--- src/rtl/core/sbus_frame_decoder_assert.svh ---
// Assertion macros shared by the SBUS frame decoder RTL.
`ifndef SBUS_FRAME_DECODER_ASSERT_SVH
`define SBUS_FRAME_DECODER_ASSERT_SVH

// Same-cycle implication, checked at every rising edge outside reset.
`define SFD_ASSERT_NOW(lbl, clk, rst_n, ante, cons) \
	lbl: assert property (@(posedge clk) disable iff (!rst_n) (ante) |-> (cons)) \
		else $error("sbus frame decoder assertion failed");

// Next-cycle implication, checked at every rising edge outside reset.
`define SFD_ASSERT_NEXT(lbl, clk, rst_n, ante, cons) \
	lbl: assert property (@(posedge clk) disable iff (!rst_n) (ante) |=> (cons)) \
		else $error("sbus frame decoder assertion failed");

`endif

--- src/rtl/core/sfd_pkg.sv ---
// Types and constants of the SBUS frame decoder.
`timescale 1ns / 1ps

package sfd_pkg;

	localparam int CNT_W      = 32;
	localparam int OUT_CNT_W  = 32;
	localparam int FRAME_LEN  = 25;
	localparam int DATA_LEN   = 22;
	localparam int DATA_W     = DATA_LEN * 8;
	localparam int NUM_CH     = 16;
	localparam int CH_W       = 4;
	localparam int RAW_W      = 11;
	localparam int POS_W      = 5;
	localparam int GAIN_W     = 16;
	localparam int OFS_W      = 12;
	localparam int SCALED_W   = 13;
	localparam int PROD_W     = RAW_W + GAIN_W;
	localparam int CFG_DATA_W = 16;
	localparam int CFG_IDX_W  = 2;

	localparam logic [POS_W-1:0] POS_HUNT       = POS_W'(0);
	localparam logic [POS_W-1:0] POS_FIRST_DATA = POS_W'(1);
	localparam logic [POS_W-1:0] POS_LAST_DATA  = POS_W'(DATA_LEN);
	localparam logic [POS_W-1:0] POS_END        = POS_W'(FRAME_LEN - 1);
	localparam logic [CH_W-1:0]  CH_LAST        = CH_W'(NUM_CH - 1);

	localparam logic [7:0]        START_BYTE_RST = 8'd15;
	localparam logic [7:0]        END_BYTE_RST   = 8'd0;
	localparam logic [GAIN_W-1:0] GAIN_RST       = 16'd40945;
	localparam logic [OFS_W-1:0]  OFFSET_RST     = 12'd881;
	localparam logic [PROD_W:0]   ROUND_HALF     = (PROD_W + 1)'(32768);

	typedef enum logic [1:0] {
		KIND_CHAN      = 2'd0,
		KIND_BAD_START = 2'd1,
		KIND_BAD_END   = 2'd2
	} kind_t;

	typedef enum logic [CFG_IDX_W-1:0] {
		CFG_START_BYTE   = 2'd0,
		CFG_END_BYTE     = 2'd1,
		CFG_SCALE_GAIN   = 2'd2,
		CFG_SCALE_OFFSET = 2'd3
	} cfg_idx_t;

endpackage

--- src/rtl/core/sbus_frame_decoder.sv ---
// Rx bytes go in one word per cycle while in_stall is low. A byte that is a frame's last byte
// or a bad hunt byte starts a result sequence: one word for an error, or sixteen channel words
// for a good frame. The byte loads the result sequencer register, from which the first word
// moves into the output register; the words then leave one per cycle unless out_stall holds
// them. While such a sequence drains, the input is stalled until its final word has moved
// into the output register. With no output stall, the end byte of a good frame therefore
// stalls the input while its other channel words drain. Every other byte adds no hold, so a bad
// start or end byte can be followed by another byte in the next cycle. Output stalls lengthen
// that hold.
// Channel scaling is round half up of raw times the Q0.16 gain, plus the offset.
`timescale 1ns / 1ps

`include "sbus_frame_decoder_assert.svh"

module sbus_frame_decoder (
	input  logic                                clk,
	input  logic                                arst_n,
	input  logic                                cfg_we,
	input  logic [sfd_pkg::CFG_IDX_W-1:0]       cfg_index,
	input  logic [sfd_pkg::CFG_DATA_W-1:0]      cfg_data,
	input  logic                                in_valid,
	output logic                                in_stall,
	input  logic [7:0]                          rx_byte,
	output logic                                out_valid,
	input  logic                                out_stall,
	output logic [1:0]                          kind,
	output logic [sfd_pkg::CH_W-1:0]            channel_index,
	output logic [sfd_pkg::RAW_W-1:0]           raw_value,
	output logic [sfd_pkg::SCALED_W-1:0]        scaled_value,
	output logic                                last_of_frame,
	output logic [sfd_pkg::OUT_CNT_W-1:0]       good_frames,
	output logic [sfd_pkg::OUT_CNT_W-1:0]       error_frames
);
	import sfd_pkg::*;

	// Configuration registers.
	logic [7:0]        start_byte_q;
	logic [7:0]        end_byte_q;
	logic [GAIN_W-1:0] gain_q;
	logic [OFS_W-1:0]  offset_q;

	// Frame assembly state.
	logic [POS_W-1:0]  pos_q;
	logic [DATA_W-1:0] data_q;
	logic [CNT_W-1:0]  good_q;
	logic [CNT_W-1:0]  err_q;

	// Result sequencer.
	logic              em_valid_q;
	kind_t             em_kind_q;
	logic [CH_W-1:0]   em_ch_q;
	logic [DATA_W-1:0] snap_q;

	// Output register.
	logic                out_valid_q;
	kind_t               out_kind_q;
	logic [CH_W-1:0]     out_ch_q;
	logic [RAW_W-1:0]    out_raw_q;
	logic [SCALED_W-1:0] out_scaled_q;
	logic                out_last_q;
	logic [OUT_CNT_W-1:0] out_good_q;
	logic [OUT_CNT_W-1:0] out_err_q;

	logic                in_acc;
	logic                out_load;
	logic                em_last;
	logic                ev_fire;
	kind_t               ev_kind;
	logic [RAW_W-1:0]    cur_raw;
	logic [PROD_W-1:0]   prod;
	logic [PROD_W:0]     rounded;
	logic [SCALED_W-1:0] cur_scaled;

	assign em_last  = (em_kind_q != KIND_CHAN) || (em_ch_q == CH_LAST);
	assign out_load = em_valid_q && (!out_valid_q || !out_stall);
	assign in_stall = em_valid_q && !(out_load && em_last);
	assign in_acc   = in_valid && !in_stall;

	// Decide whether this byte ends in a result sequence.
	always_comb begin
		ev_fire = 1'b0;
		ev_kind = KIND_CHAN;
		if (pos_q == POS_HUNT) begin
			if (rx_byte != start_byte_q) begin
				ev_fire = 1'b1;
				ev_kind = KIND_BAD_START;
			end
		end else if (pos_q == POS_END) begin
			ev_fire = 1'b1;
			ev_kind = (rx_byte != end_byte_q) ? KIND_BAD_END : KIND_CHAN;
		end
	end

	// The snapshot shifts down by one channel per word, so the current channel sits at the bottom.
	assign cur_raw    = snap_q[RAW_W-1:0];
	assign prod       = PROD_W'(cur_raw) * PROD_W'(gain_q);
	assign rounded    = (PROD_W + 1)'(prod) + ROUND_HALF;
	assign cur_scaled = SCALED_W'(rounded[PROD_W:16]) + SCALED_W'(offset_q);

	always_ff @(posedge clk or negedge arst_n) begin
		if (!arst_n) begin
			start_byte_q <= START_BYTE_RST;
			end_byte_q   <= END_BYTE_RST;
			gain_q       <= GAIN_RST;
			offset_q     <= OFFSET_RST;
		end else if (cfg_we) begin
			case (cfg_index)
				CFG_START_BYTE:   start_byte_q <= cfg_data[7:0];
				CFG_END_BYTE:     end_byte_q   <= cfg_data[7:0];
				CFG_SCALE_GAIN:   gain_q       <= cfg_data[GAIN_W-1:0];
				CFG_SCALE_OFFSET: offset_q     <= cfg_data[OFS_W-1:0];
				default: ;
			endcase
		end
	end

	always_ff @(posedge clk or negedge arst_n) begin
		if (!arst_n) begin
			pos_q  <= POS_HUNT;
			good_q <= '0;
			err_q  <= '0;
		end else if (in_acc) begin
			case (pos_q) inside
				POS_HUNT: begin
					if (rx_byte == start_byte_q) begin
						pos_q <= POS_FIRST_DATA;
					end else begin
						err_q <= err_q + CNT_W'(1);
					end
				end
				[POS_FIRST_DATA:POS_END - POS_W'(1)]: begin
					pos_q <= pos_q + POS_W'(1);
				end
				default: begin
					pos_q <= POS_HUNT;
					if (rx_byte == end_byte_q) begin
						good_q <= good_q + CNT_W'(1);
					end else begin
						err_q <= err_q + CNT_W'(1);
					end
				end
			endcase
		end
	end

	// Data bytes enter at the top; after the last one, data byte 1 sits in the lowest lane.
	always_ff @(posedge clk) begin
		if (in_acc && (pos_q >= POS_FIRST_DATA) && (pos_q <= POS_LAST_DATA)) begin
			data_q <= {rx_byte, data_q[DATA_W-1:8]};
		end
	end

	always_ff @(posedge clk or negedge arst_n) begin
		if (!arst_n) begin
			em_valid_q <= 1'b0;
			em_kind_q  <= KIND_CHAN;
			em_ch_q    <= '0;
		end else begin
			if (out_load) begin
				if (em_last) begin
					em_valid_q <= 1'b0;
				end else begin
					em_ch_q <= em_ch_q + CH_W'(1);
				end
			end
			if (in_acc && ev_fire) begin
				em_valid_q <= 1'b1;
				em_kind_q  <= ev_kind;
				em_ch_q    <= '0;
			end
		end
	end

	always_ff @(posedge clk) begin
		if (in_acc && ev_fire) begin
			snap_q <= data_q;
		end else if (out_load) begin
			snap_q <= snap_q >> RAW_W;
		end
	end

	always_ff @(posedge clk or negedge arst_n) begin
		if (!arst_n) begin
			out_valid_q <= 1'b0;
		end else if (out_load) begin
			out_valid_q <= 1'b1;
		end else if (!out_stall) begin
			out_valid_q <= 1'b0;
		end
	end

	always_ff @(posedge clk) begin
		if (out_load) begin
			out_kind_q <= em_kind_q;
			out_last_q <= em_last;
			out_good_q <= OUT_CNT_W'(good_q);
			out_err_q  <= OUT_CNT_W'(err_q);
			if (em_kind_q == KIND_CHAN) begin
				out_ch_q     <= em_ch_q;
				out_raw_q    <= cur_raw;
				out_scaled_q <= cur_scaled;
			end else begin
				out_ch_q     <= '0;
				out_raw_q    <= '0;
				out_scaled_q <= '0;
			end
		end
	end

	assign out_valid     = out_valid_q;
	assign kind          = out_kind_q;
	assign channel_index = out_ch_q;
	assign raw_value     = out_raw_q;
	assign scaled_value  = out_scaled_q;
	assign last_of_frame = out_last_q;
	assign good_frames   = out_good_q;
	assign error_frames  = out_err_q;

	`SFD_ASSERT_NOW(a_pos_range, clk, arst_n, 1'b1, pos_q <= POS_END)
	`SFD_ASSERT_NOW(a_err_word_shape, clk, arst_n, out_valid_q && (out_kind_q != KIND_CHAN),
		out_last_q && (out_ch_q == '0) && (out_raw_q == '0) && (out_scaled_q == '0))
	`SFD_ASSERT_NOW(a_chan_last, clk, arst_n, out_valid_q && (out_kind_q == KIND_CHAN),
		out_last_q == (out_ch_q == CH_LAST))
	`SFD_ASSERT_NEXT(a_chan_follows, clk, arst_n,
		out_valid_q && !out_stall && (out_kind_q == KIND_CHAN) && !out_last_q,
		out_valid_q && (out_kind_q == KIND_CHAN) && (out_ch_q == $past(out_ch_q) + CH_W'(1)))
	`SFD_ASSERT_NOW(a_good_starts_seq, clk, arst_n, !$stable(good_q),
		em_valid_q && (em_kind_q == KIND_CHAN) && (em_ch_q == '0))

endmodule

--- config.mk ---
export PLATFORM = sky130hd
export DESIGN_NAME = sbus_frame_decoder
export DESIGN_NICKNAME = d
export VERILOG_FILES = /design/src/rtl/core/sfd_pkg.sv /design/src/rtl/core/sbus_frame_decoder.sv
export VERILOG_INCLUDE_DIRS = /design/src /design/src/rtl/core
export SDC_FILE = /design/constraint.sdc
export NUM_CORES = 1
export LEC_CHECK = 0
export ABC_AREA = 1
export BUFFER_PORTS_ARGS = -buffer_cell sky130_fd_sc_hd__buf_2
export CAP_MARGIN = 15
export CORE_MARGIN = 2
export CORE_UTILIZATION = 40
export DETAILED_ROUTE_END_ITERATION = 12
export PLACE_DENSITY = 0.66
export SYNTH_ARGS = -nofsm -noshare
export SYNTH_HDL_FRONTEND = slang
export SYNTH_SLANG_ARGS = --single-unit
export TNS_END_PERCENT = 10
--- constraint.sdc ---
create_clock -name clk -period 18.6 [get_ports clk]
set_clock_uncertainty 0.15 [all_clocks]
set_input_delay 3.72 -clock clk [delete_from_list [all_inputs] [get_ports clk]]
set_output_delay 3.72 -clock clk [all_outputs]
set_load 0.01 [all_outputs]
==> results.ini <==
[drt]
drt_first_pass_iters = 5
antenna_left = 0
wl_per_cell_um = 14.9
finalWirelength_um = 60100
via_per_inst = 4.73
vias = 19100
drc_errors = 0
drtIter0Drc = 1222

[worst_setup_path]
r2r_slack_ns = 11.65
cp_common_cell = buf_2
slowest_delay_ns = 0.22
cp_max_fo = 3
critPathKind = primary input to output pin
cp-end-kind = output pin
required_ns = 14.73
startpoint_type = primary input
worst_path_max_delay_cell = a21oi_4
r2r-start = snap_q[3]$_DFFE_PP_
crit_chain = buf_2 -> nand2_1 -> a21oi_4 -> buf_2
r2r_cells = 25
cp_data_arrival_time_ns = 4.28
r2r-end = scaled_value[11]$_SDFFCE_PP0P_

[synth]
synth-warning-count = 0
synth_top_area_share_pct = 46.0
yosysTopAreaCell = edfxtp_1
syn_nets = 3183
synth.yosys.seq_area_share_pct = 56.4
synth.most_common_cell = nand2_1
ys_ff_latch = 568
synth_cells = 2928
postSynthAreaPerCell_um2 = 9.97
synth.distinct_cells = 37
synth_ff_type = edfxtp_1
synth_async_sr_flop_share_pct = 21.3
synth_area_mm2 = 0.0292
synth-edff-count = 447
synth.cells.most_frequent = 1128 x nand2_1, 447 x edfxtp_1, 381 x inv_1, 161 x nor2_1, 126 x fa_1
synth_top_cells_by_area = edfxtp_1 46%, nand2_1 15%, fa_1 8.6%

[timing]
rsz0062_at_grt = no
final.min_clock_period_ns = 8.15
setup_viol = 0
timing.final.crit_share_pct = 43.8
maxSlewViolCount = 0
max_freq_mhz = 123
worst_pin_slew_ns = 1.12
fin_setup_tns_ns = 0
hold_viol = 0
relSlewSlack_pct = 25.4

[global_route]
grt_pass1_wl_um = 97500
track_usage_pct = 16.2
grt_max_degree = 96
grt_overflow = 0
first_global_vias = 18800
antenna_found_initial = 2

[die]
die_h_um = 274
fp.dieW_um = 274
core_mm2 = 0.0726
dieArea_mm2 = 0.0752
floorplan.initialDensity_pct = 40.2
rows = 99
ios = 128

[hold_path]
hold_end = data_q[100]$_DFFE_PP_
worstHoldStart = data_q[108]$_DFFE_PP_
hold_depth = 0
hp-class = flop to flop

[flow_run]
max_cap_violations = 0

[clock_tree]
hold_buffers = 0
cts_inserted_buffers = 54
h-tree-depth = 2
clockBufferDepth = 3
postCtsSetupBuffers = 0
path_clk_slew_ns = 0.06
worstSkewPairLatency_ns = 0.61
cts_root_buf = clkbuf_16
cts_tree = yes
clock_sinks = 568
ctsResizeCount = 0

[placed_design]
gp_congestion = 0.871
port_buffers = 127
hpwl_um = 41000

[layout]
ff_latch_area_mm2 = 0.0165
nets = 3283
syn2layout_area_growth_pct = 11.3
nFillCells = 6903
multiInputGateArea_mm2 = 0.0108
drive_above_1_share_pct = 8.56

[run_status]
status = complete, no violations

[through the flow]
stage | utilization (%) | std cells | hold WS, ns | worst slack, ns | instance area, um2
4_1_cts | 44.7 | 4030 | 0.285 | 10.46 | 32500
3_3_place_gp | 42.3 | 3930 | 0.280 | 10.46 | 30700
3_5_place_dp | 42.3 | 3930 | 0.282 | 10.46 | 30700
2_1_floorplan | - | 2928 | 0.276 | 4.75 | 29200
5_1_grt | 44.8 | 4031 | 0.302 | 10.41 | 32500
6_report | 44.8 | 4033 | 0.292 | 10.45 | 32500
[worst max-delay path by stage]
| stage | start | to | slack (ns) | cells after the start |
|---|---|---|---|---|
| CTS | out_stall | in_stall | 10.46 | 4 |
| global route | out_stall | in_stall | 10.41 | 4 |
| floorplan | out_stall | data_q[0]$_DFFE_PP_ | 4.75 | 5 |
| global placement | out_stall | in_stall | 10.46 | 4 |
| finish | out_stall | in_stall | 10.45 | 4 |
| detailed placement | out_stall | in_stall | 10.46 | 4 |
[metal layers]
metal	wire, um	GRT usage, %
met2	27600	26.3
met5	0	0
met4	1470	4.72
met1	27200	21.9
met3	3870	3.52
[cell type report]
class | count | area share, %
well taps | 959 | 3.69
diodes | 2 | 0.0154
clock buffers | 75 | 4.69
repair buffers | 141 | 2.34
inverters | 387 | 4.49
clock inverters | 25 | 0.716
flip-flops and latches | 568 | 50.7
multi-input cells | 1876 | 33.4
[cells by family after synthesis]
logic type	share of synthesized area, %
multiplexers	0.154
buffers and inverters	6.56
AND/OR/NAND/NOR	19.5
XOR/XNOR	2.01
flip-flops	56.4
adder cells (fa/ha/maj)	12.8
AO/OA/AOI/OAI	2.54
[worst max-delay path: cells and delay by family]
family	cells	cell delay (ns)
compound gates	1	0.22
simple gates	1	0.11
buf+inv	2	0.24
[cell usage in the layout, fill, tap and decap left out, types with 27 or more instances in the layout]
master and count:
xnor2_1 29, nand3_1 79, o21ai_0 85, xor2_1 38, dfrtp_1 100, nand2_1 1127
inv_1 381, nor2_1 160, ha_1 98, clkbuf_16 56, a21oi_1 46, nand4_1 27
edfxtp_1 447, buf_2 126, fa_1 126
[registers in the layout, indices dropped and copies added (netlist names), 11 cells and up]
| name | cells |
|---|---|
| error_frames | 32 |
| good_q | 32 |
| snap_q | 176 |
| gain_q | 16 |
| data_q | 176 |
| good_frames | 32 |
| scaled_value | 13 |
| offset_q | 12 |
| err_q | 32 |
| raw_value | 11 |
Power is left out: the tool's default activity adds up to more than one toggle a clock period on the data nets, which glitch-free logic cannot reach.
